$ cat config.mk
export PLATFORM = sky130hd
export DESIGN_NAME = fifo_fed_two_bit_audio_serializer_core
export DESIGN_NICKNAME = d
export VERILOG_FILES = /design/src/rtl/fbas_pkg.sv /design/src/rtl/fifo_fed_two_bit_audio_serializer_core.sv /design/src/rtl/fbas_ram.sv /design/src/rtl/fbas_ctrl.sv /design/src/rtl/fbas_skid.sv
export SDC_FILE = /design/constraint.sdc
export NUM_CORES = 2
export LEC_CHECK = 0
export BUFFER_PORTS_ARGS = -buffer_cell sky130_fd_sc_hd__clkbuf_2
export CAP_MARGIN = 10
export CORE_ASPECT_RATIO = 1.75
export CORE_MARGIN = 4
export CORE_UTILIZATION = 25
export CTS_CLUSTER_DIAMETER = 100
export DETAILED_ROUTE_END_ITERATION = 12
export REMOVE_ABC_BUFFERS = 1
export SLEW_MARGIN = 0
export SYNTH_ARGS = -nofsm -noshare
export SYNTH_HDL_FRONTEND = slang
export SYNTH_SLANG_ARGS = --single-unit
export TNS_END_PERCENT = 5
$ cat constraint.sdc
create_clock -name clock -period 5.6 [get_ports clock]
set_input_delay 0.56 -clock clock [delete_from_list [all_inputs] [get_ports clock]]
set_output_delay 0.56 -clock clock [all_outputs]
set_load 0.01 [all_outputs]
$ cat src/rtl/fbas_pkg.sv
package fbas_pkg;

   localparam int QUEUE_DEPTH = 256;
   localparam int PTR_W       = $clog2(QUEUE_DEPTH);
   localparam int FILL_W      = $clog2(QUEUE_DEPTH + 1);
   localparam int MARK_W      = 10;
   localparam int CMP_W       = ((FILL_W > MARK_W) ? FILL_W : MARK_W) + 1;
   localparam int BYTE_W      = 8;
   localparam int PIN_W       = 2;
   localparam int SLOT_W      = 2;
   localparam int CNT_W       = 32;
   localparam int FILL_OUT_W  = 9;
   localparam int REQ_W       = 24;
   localparam int RSP_W       = 48;

   localparam logic [SLOT_W-1:0] LAST_SLOT = SLOT_W'(3);
   localparam logic [PIN_W-1:0]  START_PIN = PIN_W'(8'hfc & 8'h03);
   localparam logic [MARK_W-1:0] MARK_OFF  = '1;

   typedef enum logic [2:0] {
      CMD_TICK  = 3'd0,
      CMD_PUSH  = 3'd1,
      CMD_MARK  = 3'd2,
      CMD_START = 3'd3,
      CMD_STOP  = 3'd4
   } cmd_type;

   // packed so that the first field sits in the highest bits
   typedef struct packed {
      logic [CNT_W-1:0]      samples_played;
      logic [FILL_OUT_W-1:0] fill_level;
      logic                  push_accepted;
      logic                  underrun;
      logic                  wake;
      logic [PIN_W-1:0]      pin_level;
   } rsp_type;

   function automatic logic [BYTE_W-1:0] rotl2(input logic [BYTE_W-1:0] b);
      rotl2 = {b[BYTE_W-3:0], b[BYTE_W-1:BYTE_W-2]};
   endfunction

endpackage

$ cat src/rtl/fifo_fed_two_bit_audio_serializer_core.sv
// two-bit audio serializer fed by a byte fifo
//
// req channel: one beat per command (tick, push byte, set low-water mark,
//   start, stop); every beat yields exactly one rsp beat
// rsp channel: pin level, wake, underrun, push accepted, fill level and the
//   sample count after the command
// rsp path: each result is combinational and is registered in the output stage
// throughput: one command per cycle while req_tready is high; the fifo bytes
//   live in a ram with a registered read, and a popped byte is folded into
//   the shift register by forwarding the ram output on the following cycle
// reset: fifo empty, playback stopped, mark disabled (-1), pins and sample
//   count zero; no clearing pass, so commands are taken right after reset
// receiver stall: the output register plus a one-beat skid buffer hold
//   results; req_tready drops only once the skid buffer is full
module fifo_fed_two_bit_audio_serializer_core (
   input  logic                       clock,
   input  logic                       reset,
   input  logic                       req_tvalid,
   output logic                       req_tready,
   // cmd[2:0], data_byte[10:3], watermark_level[20:11], zero pad
   input  logic [fbas_pkg::REQ_W-1:0] req_tdata,
   output logic                       rsp_tvalid,
   input  logic                       rsp_tready,
   // pin_level[1:0], wake[2], underrun[3], push_accepted[4],
   // fill_level[13:5], samples_played[45:14], zero pad
   output logic [fbas_pkg::RSP_W-1:0] rsp_tdata
);

   logic                        accept;
   logic                        wr_en;
   logic [fbas_pkg::PTR_W-1:0]  wr_addr, rd_addr;
   logic [fbas_pkg::BYTE_W-1:0] wr_data, rd_data;
   fbas_pkg::rsp_type           result, rsp_data;

   assign accept = req_tvalid && req_tready;

   // command decode, pointers, shift byte and counters
   fbas_ctrl u_ctrl (
      .clock           (clock),
      .reset           (reset),
      .accept          (accept),
      .cmd             (req_tdata[2:0]),
      .data_byte       (req_tdata[10:3]),
      .watermark_level (req_tdata[20:11]),
      .wr_en           (wr_en),
      .wr_addr         (wr_addr),
      .wr_data         (wr_data),
      .rd_addr         (rd_addr),
      .rd_data         (rd_data),
      .result          (result)
   );

   // fifo byte store
   fbas_ram #(
      .WIDTH (fbas_pkg::BYTE_W),
      .DEPTH (fbas_pkg::QUEUE_DEPTH)
   ) u_fifo_ram (
      .clock   (clock),
      .wr_en   (wr_en),
      .wr_addr (wr_addr),
      .wr_data (wr_data),
      .rd_addr (rd_addr),
      .rd_data (rd_data)
   );

   // output register with skid buffer
   fbas_skid u_skid (
      .clock     (clock),
      .reset     (reset),
      .in_valid  (accept),
      .in_ready  (req_tready),
      .in_data   (result),
      .out_valid (rsp_tvalid),
      .out_ready (rsp_tready),
      .out_data  (rsp_data)
   );

   assign rsp_tdata = {{(fbas_pkg::RSP_W - $bits(fbas_pkg::rsp_type)){1'b0}}, rsp_data};

endmodule

$ cat src/rtl/fbas_ram.sv
module fbas_ram #(
   parameter int WIDTH = 8,
   parameter int DEPTH = 256
) (
   input  logic                     clock,
   input  logic                     wr_en,
   input  logic [$clog2(DEPTH)-1:0] wr_addr,
   input  logic [WIDTH-1:0]         wr_data,
   input  logic [$clog2(DEPTH)-1:0] rd_addr,
   output logic [WIDTH-1:0]         rd_data
);

   logic [WIDTH-1:0] mem_ff [DEPTH];
   logic [WIDTH-1:0] rd_data_ff;

   always_ff @(posedge clock) begin
      if (wr_en) begin
         mem_ff[wr_addr] <= wr_data;
      end
      rd_data_ff <= mem_ff[rd_addr];
   end

   assign rd_data = rd_data_ff;

endmodule

$ cat src/rtl/fbas_ctrl.sv
module fbas_ctrl (
   input  logic                          clock,
   input  logic                          reset,
   input  logic                          accept,
   input  logic [2:0]                    cmd,
   input  logic [fbas_pkg::BYTE_W-1:0]   data_byte,
   input  logic [fbas_pkg::MARK_W-1:0]   watermark_level,
   output logic                          wr_en,
   output logic [fbas_pkg::PTR_W-1:0]    wr_addr,
   output logic [fbas_pkg::BYTE_W-1:0]   wr_data,
   output logic [fbas_pkg::PTR_W-1:0]    rd_addr,
   input  logic [fbas_pkg::BYTE_W-1:0]   rd_data,
   output fbas_pkg::rsp_type             result
);

   logic [fbas_pkg::PTR_W-1:0]  rd_ptr_ff, rd_ptr_in;
   logic [fbas_pkg::PTR_W-1:0]  wr_ptr_ff, wr_ptr_in;
   logic [fbas_pkg::FILL_W-1:0] fill_ff, fill_in;
   logic [fbas_pkg::BYTE_W-1:0] shift_ff, shift_in, shift_eff;
   logic [fbas_pkg::SLOT_W-1:0] slot_ff, slot_in;
   logic                        playing_ff, playing_in;
   logic [fbas_pkg::MARK_W-1:0] mark_ff, mark_in;
   logic [fbas_pkg::CNT_W-1:0]  cnt_ff, cnt_in;
   logic [fbas_pkg::PIN_W-1:0]  pin_ff, pin_in;
   logic                        pend_ff, pend_in;
   logic                        wake, underrun, pushed;
   logic signed [fbas_pkg::CMP_W-1:0] fill_cmp, mark_cmp;

   // popped byte arrives from the ram in the cycle after the pop; fold it in here
   assign shift_eff = pend_ff ? fbas_pkg::rotl2(rd_data) : shift_ff;

   assign mark_cmp = $signed({{(fbas_pkg::CMP_W - fbas_pkg::MARK_W){mark_ff[fbas_pkg::MARK_W-1]}},
                              mark_ff});

   assign wr_addr = wr_ptr_ff;
   assign wr_data = data_byte;
   assign rd_addr = rd_ptr_ff;

   always_comb begin
      rd_ptr_in  = rd_ptr_ff;
      wr_ptr_in  = wr_ptr_ff;
      fill_in    = fill_ff;
      shift_in   = shift_eff;
      slot_in    = slot_ff;
      playing_in = playing_ff;
      mark_in    = mark_ff;
      cnt_in     = cnt_ff;
      pin_in     = pin_ff;
      pend_in    = 1'b0;
      wr_en      = 1'b0;
      pushed     = 1'b0;
      wake       = 1'b0;
      underrun   = 1'b0;
      fill_cmp   = '0;
      if (accept) begin
         unique case (fbas_pkg::cmd_type'(cmd))
            fbas_pkg::CMD_PUSH: begin
               if (fill_ff != fbas_pkg::FILL_W'(fbas_pkg::QUEUE_DEPTH)) begin
                  wr_en     = 1'b1;
                  pushed    = 1'b1;
                  fill_in   = fill_ff + 1'b1;
                  wr_ptr_in = (wr_ptr_ff == fbas_pkg::PTR_W'(fbas_pkg::QUEUE_DEPTH - 1)) ?
                              '0 : wr_ptr_ff + 1'b1;
               end
            end
            fbas_pkg::CMD_MARK: begin
               mark_in = watermark_level;
            end
            fbas_pkg::CMD_START: begin
               rd_ptr_in  = '0;
               wr_ptr_in  = '0;
               fill_in    = '0;
               pin_in     = fbas_pkg::START_PIN;
               mark_in    = fbas_pkg::MARK_OFF;
               cnt_in     = '0;
               slot_in    = '0;
               playing_in = 1'b1;
            end
            fbas_pkg::CMD_STOP: begin
               playing_in = 1'b0;
            end
            fbas_pkg::CMD_TICK: begin
               if (playing_ff) begin
                  pin_in = shift_eff[fbas_pkg::PIN_W-1:0];
                  if (slot_ff == '0) begin
                     if (fill_ff != '0) begin
                        // pop: the byte is rotated once when it lands next cycle
                        pend_in   = 1'b1;
                        fill_in   = fill_ff - 1'b1;
                        rd_ptr_in = (rd_ptr_ff == fbas_pkg::PTR_W'(fbas_pkg::QUEUE_DEPTH - 1)) ?
                                    '0 : rd_ptr_ff + 1'b1;
                        slot_in   = fbas_pkg::LAST_SLOT;
                        cnt_in    = cnt_ff + 1'b1;
                     end
                  end else begin
                     shift_in = fbas_pkg::rotl2(shift_eff);
                     slot_in  = slot_ff - 1'b1;
                     cnt_in   = cnt_ff + 1'b1;
                  end
                  fill_cmp = $signed({{(fbas_pkg::CMP_W - fbas_pkg::FILL_W){1'b0}}, fill_in});
                  if (fill_cmp <= mark_cmp) begin
                     wake     = 1'b1;
                     underrun = (mark_ff != '0) && (fill_in == '0);
                     mark_in  = fbas_pkg::MARK_OFF;
                  end
               end
            end
            default: begin
            end
         endcase
      end
   end

   always_ff @(posedge clock) begin
      if (reset) begin
         rd_ptr_ff  <= '0;
         wr_ptr_ff  <= '0;
         fill_ff    <= '0;
         shift_ff   <= '0;
         slot_ff    <= '0;
         playing_ff <= 1'b0;
         mark_ff    <= fbas_pkg::MARK_OFF;
         cnt_ff     <= '0;
         pin_ff     <= '0;
         pend_ff    <= 1'b0;
      end else begin
         rd_ptr_ff  <= rd_ptr_in;
         wr_ptr_ff  <= wr_ptr_in;
         fill_ff    <= fill_in;
         shift_ff   <= shift_in;
         slot_ff    <= slot_in;
         playing_ff <= playing_in;
         mark_ff    <= mark_in;
         cnt_ff     <= cnt_in;
         pin_ff     <= pin_in;
         pend_ff    <= pend_in;
      end
   end

   assign result.pin_level      = pin_in;
   assign result.wake           = wake;
   assign result.underrun       = underrun;
   assign result.push_accepted  = pushed;
   assign result.fill_level     = fbas_pkg::FILL_OUT_W'(fill_in);
   assign result.samples_played = cnt_in;

`ifndef SYNTH
   a_fill_bound: assert property (@(posedge clock) disable iff (reset)
      fill_ff <= fbas_pkg::FILL_W'(fbas_pkg::QUEUE_DEPTH))
      else $error("fifo fill above depth");

   a_pend_slot: assert property (@(posedge clock) disable iff (reset)
      pend_ff |-> (slot_ff == fbas_pkg::LAST_SLOT))
      else $error("pending byte without fresh slot count");

   a_no_pop_empty: assert property (@(posedge clock) disable iff (reset)
      pend_in |-> (fill_ff != '0))
      else $error("pop from empty fifo");
`endif

endmodule

$ cat src/rtl/fbas_skid.sv
module fbas_skid (
   input  logic              clock,
   input  logic              reset,
   input  logic              in_valid,
   output logic              in_ready,
   input  fbas_pkg::rsp_type in_data,
   output logic              out_valid,
   input  logic              out_ready,
   output fbas_pkg::rsp_type out_data
);

   logic              out_valid_ff, skid_valid_ff;
   fbas_pkg::rsp_type out_data_ff, skid_data_ff;
   logic              in_acc, load_out;

   assign in_ready = !skid_valid_ff;
   assign in_acc   = in_valid && in_ready;
   assign load_out = !out_valid_ff || out_ready;

   always_ff @(posedge clock) begin
      if (reset) begin
         out_valid_ff  <= 1'b0;
         skid_valid_ff <= 1'b0;
      end else if (load_out) begin
         if (skid_valid_ff) begin
            out_valid_ff  <= 1'b1;
            skid_valid_ff <= 1'b0;
         end else begin
            out_valid_ff <= in_acc;
         end
      end else if (in_acc) begin
         skid_valid_ff <= 1'b1;
      end
   end

   always_ff @(posedge clock) begin
      if (load_out) begin
         out_data_ff <= skid_valid_ff ? skid_data_ff : in_data;
      end else if (in_acc) begin
         skid_data_ff <= in_data;
      end
   end

   assign out_valid = out_valid_ff;
   assign out_data  = out_data_ff;

`ifndef SYNTH
   a_skid_behind_out: assert property (@(posedge clock) disable iff (reset)
      skid_valid_ff |-> out_valid_ff)
      else $error("skid holds a beat while output is empty");
`endif

endmodule

# --- Word level (Yosys, flattened, before mapping) ---
# Memory sizes are Yosys's and may differ from the RTL's. A register that Yosys moved wholly into a read port is not among the register bits.
# Cells that the tools add are included.
classes:
  n_addsub: 6
  n_lt_le_gt_ge: 1
  eq_ne: 13
  mux: 54
  bitwise: 5
  reduce_logical: 23
ops:
  columns: ["op", "count"]
  rows:
  - ["$mux 32", 4]
  - ["$mux 8", 11]
  - ["$mux 9", 8]
  - ["$pmux 32 s2", 1]
  - ["$mux 46", 1]
  - ["$add 32x1->32 const B", 1]
  - ["$pmux 8 s2", 2]
  - ["$pmux 10 s3", 1]
  - ["$pmux 9 s3", 1]
  - ["$mux 10", 2]
  - ["$add 8x1->8 const B", 2]
  - ["$eq 8x8->1 const B", 2]
  - ["$mux 1", 15]
  - ["$le 10x10->1", 1]
  - ["$mux 2", 5]
  - ["$ne 2x1->1 const B", 5]
  - ["$reduce_bool 10->1", 1]
  - ["$add 9x1->9 const B", 1]
  - ["$logic_not 9->1", 1]
  - ["$ne 9x9->1 const B", 1]
  - ["$reduce_bool 9->1", 1]
  - ["$sub 9x1->9 const B", 1]
  - ["$pmux 2 s2", 2]
  - ["$reduce_and 4->1", 2]
  - ["other kinds (19)", 30]
totals:
  reg_bits: 175
  mem_bits_rw: 2048
  output_inout_bits: 50
  elab_cells: 127
  n_memories: 1
memory_table:
  columns: ["memory", "words", "word_bits", "read_ports", "rd_clocked_by_memory_dff", "wr", "line", "text"]
  rows:
  - ["u_fifo_ram.mem_ff", 256, 8, 1, 1, 1, "fbas_ram.sv:13", "logic [WIDTH-1:0] mem_ff [DEPTH];"]

# --- Logic depth before layout (Yosys ltp) ---
depth:
  ltp_word: 13
  depth_mapped: 15

# --- Cells and area by module ---
# Synthesis repeated with hierarchy kept, for this count alone.
unflattened:
  cells_unflattened: 4506
  hier_area_um2: 88260.9
modules_own_cells:
  columns: ["mod", "n_inst", "cells_per_inst", "area_per_inst_um2", "seq_area_each_um2"]
  rows:
  - ["fbas_ram", 1, 3733, 79556.3, 61659.1]
  - ["fbas_ctrl", 1, 618, 5247.5, 1621.6]
  - ["fbas_skid", 1, 151, 3432.0, 2802.7]
  - ["fifo_fed_two_bit_audio_serializer_core", 1, 4, 25.0, 0.0]

# --- Worst setup path after synthesis ---
# OpenSTA, ideal clock, no wires.
synth_timing:
  path_kind: "in2reg"
  startpoint: "input rsp_tready"
  endpoint: "register u_skid.skid_data_ff[0] in the netlist's numbering, enable pin"
  setup_ns: 0.450
  arrival_time_ns: 3.800
  setup_slack_ns: 1.351
  cell_stages: 2
  path_buffers: 0
  cell_sequence: "nand2b_1 nor2_1"
synth_via:
  elab_chain_cells: 3
synth_rtl:
  columns: ["item", "line", "text"]
  rows:
  - ["from (decl)", "fifo_fed_two_bit_audio_serializer_core.sv:23", "input logic rsp_tready,"]
  - ["$logic_or 1x1->1", "fbas_skid.sv:18", "assign load_out = !out_valid_ff || out_ready;"]
  - ["$not 1->1 (no line)", null, null]
  - ["$reduce_and 2->1 (no line)", null, null]
  - ["to (signal assigned)", "fbas_skid.sv:40", "skid_data_ff <= in_data;"]
  - ["to (decl)", "fbas_skid.sv:13", "fbas_pkg::rsp_type out_data_ff, skid_data_ff;"]
# Every way passes these cells.
# A chain may end at the register's enable or synchronous reset.

==> metrics.cfg <==
[routing]
drtAntennaViolNets=0
drtIter0Drc=4419
wirelength_um=253000
firstDrtPassIters=6
routed_via_density=4.78
vias=46400
drc=0
wl_per_cell_um=26.0

[setup_path]
r2r_start=u_ctrl.rd_addr[0]$_SDFFE_PP0P_
reg2regPathDepth=9
required_ns=6.36
cp-end-kind=register
cp_slowest_cell=dfxtp_4
crit_top_cell=buf_12
path_class=reg2reg
crit_chain=buf_12, buf_12, mux4_2, mux2i_1, o22ai_1, nor4_1, a221oi_1, buf_4, or3_1
start_kind=register
crit_path_max_fanout=49
worstPathArrival_ns=5.10
cpPeakStageDelay_ns=0.79
startpoint=u_ctrl.rd_addr[0]$_SDFFE_PP0P_

[layout]
layout.cells.non_filler=9706
fillCellCount=34500
mostFrequentLayoutCells=edfxtp_1, mux4_2, nor2_1
nets=4964
register_area_um2=66100
final_common_cell=edfxtp_1
multi_input_area_um2=20600
drive_gt1_frac=0.203
syn2layout_area_growth_pct=14.8

[synth]
synthArstFlopShare=0
ys.flop_type=edfxtp_1
seq_area_frac_synth=0.751
synth_seq_cells=2231
synth_edf_count=2140
syn-cell-area_um2=88000
syn_inst=4711
yosys_warnings=0
ys_types=80
synth_area_per_cell_um2=18.7

[sta]
worst_slew_pin_slew_ns=1.30
rsz0062_at_grt=false
setup_violations=0
period_share=0.774
hold_violations=0
worst_slack_ns=1.26
period_minus_slack_ns=4.34
fmax_ghz=0.231
tns_ns=0
finalClockSkew_ns=0.0716
hold_slack_ns=0.0936
slew_viol_final=0
slew_headroom=0.123

[floorplanning]
die_area_um2=362000
rows=288
fp.coreArea_um2=351000
start_util=0.251
num_io_pins=78
die_w_um=457
die_h_um=793

[power_and_ir_drop]
p_leak_nw=30.0
total_power_w=0.0319
pwr-share-clk=0.410
seqPwrFrac=0.575
switching_share=0.202
powerDensity_nw_per_um2=315
p_int_w=0.0254
comb_power_share=0.015
p_sw_w=0.00642
peakVddDrop_mv=0.262

[cts]
cts_resized=0
htreeDepth=4
insertion_delay_ns=0.87
cts_root_buf=clkbuf_16
path_clk_slew_ns=0.08
cts_buffers=188
cts.sinks=2231
cts_tree=built
clockBufferDepth=4

[placed_design]
post-place-ws_ns=1.22
io_buffers=72
place_congestion=0.927
hpwl_um=164000
placedCellCount=9356

[run]
maxCapViolations=0

[global_routing]
grt_antenna_before_repair=6
grt_max_degree=185
grt_pass1_wl_um=358000
gr-total-overflow=0
grt_pass1_vias=47900
grtUsageTotal=0.136

[worst_hold_path]
hold_class=in2reg
hold_start=req_tdata[1]
min_path_cells=3

[run_status]
outcome=complete, no violations

==> routing by layer <==
metal | global-route usage | part of all wire
met1 | 0.136 | 0.32
met2 | 0.252 | 0.53
met3 | 0.0189 | 0.055
met4 | 0.105 | 0.090
met5 | 0 | 0.000051
==> power by group through the flow <==
stage | Combinational [W] | Clock (W) | Sequential (W)
5_1_grt | 0.000529 | 0.0139 | 0.0183
6_report | 0.000493 | 0.0131 | 0.0183
2_1_floorplan | 0.000165 | 0 | 0.0187
4_1_cts | 0.000501 | 0.0133 | 0.0183
3_5_place_dp | 0.000495 | 0 | 0.0187
3_3_place_gp | 0.000472 | 0 | 0.0187
==> worst paths after layout <==
| path | to | slack, ns |
|---|---|---|
| worst max-delay path | u_fifo_ram.rd_data[3]$_DFF_P_ | 1.26 |
| worst min-delay path | u_ctrl.playing_ff$_SDFFE_PP0P_ | 0.09 |
| worst max register to register | u_fifo_ram.rd_data[3]$_DFF_P_ | 1.26 |
| worst min register to register | u_ctrl.cnt_ff[31]$_SDFF_PP0_ | 0.50 |
==> per-stage QoR <==
step,utilization,instance area (um2)
4_1_cts,0.288,101000
3_5_place_dp,0.271,95000
3_3_place_gp,0.271,95000
6_report,0.288,101000
2_1_floorplan,-,86700
5_1_grt,0.288,101000
==> kinds of logic after synthesis <==
group | share of synthesized area
xor+xnor | 0.00109
compound gates | 0.0453
mux | 0.141
buf+inv | 0.0164
other cells | 0.0000426
simple gates | 0.0429
flops | 0.751
fa+ha+maj | 0.00270
==> what timing repair did <==
action                    4_1_cts  5_1_grt
setup buffers                   0        0
hold endpoints to repair       10        0
hold buffers                   10        0
==> layout make-up <==
| cell class | count | area share |
|---|---|---|
| Timing Repair Buffer | 291 | 0.0241 |
| Antenna cell | 7 | 0.000173 |
| Multi-Input combinational cell | 2169 | 0.204 |
| Tap cell | 4640 | 0.0575 |
| Clock inverter | 105 | 0.0101 |
| Inverter | 36 | 0.00137 |
| Sequential cell | 2231 | 0.654 |
| Clock buffer | 227 | 0.0485 |
==> synth_stat cells (all sizes together), types with 19 or more instances <==
library cell | count | area (um2)
edfxtp | 2140 | 64300
mux2i | 281 | 2810
a21oi | 117 | 586
nor3 | 49 | 250
o21ai | 111 | 559
clkbuf | 142 | 533
mux4 | 406 | 9140
buf | 134 | 773
dfxtp | 91 | 1820
nor2 | 373 | 1400
mux2 | 38 | 428
inv | 34 | 128
a211oi | 32 | 240
nand2b | 20 | 125
a22oi | 92 | 691
nand2 | 164 | 618
a221oi | 82 | 718
o22ai | 23 | 144
nor2b | 60 | 375
ha | 19 | 238
a31oi | 26 | 163
nand3 | 61 | 305
==> registers in the layout, indices dropped and copies added, names as in the netlist, 8 cells and up <==
register,cells
u_ctrl.cnt_ff,32
u_ctrl.mark_ff,10
u_ctrl.wr_addr,8
u_skid.out_data,46
u_ctrl.fill_ff,9
u_ctrl.shift_ff,8
u_fifo_ram.rd_data,8
u_ctrl.rd_addr,8
u_fifo_ram.mem_ff,2048
u_skid.skid_data_ff,46
==> worst max-delay path, delay by kind of cell (launching register included) <==
family                 cells  cell delay [ns]
AO/OA/AOI/OAI              2             0.50
buffers and inverters      3             0.99
flip-flops                 1             0.79
multiplexers               2             1.22
AND/OR/NAND/NOR            2             0.60
Power figures use the tool's default switching activity.
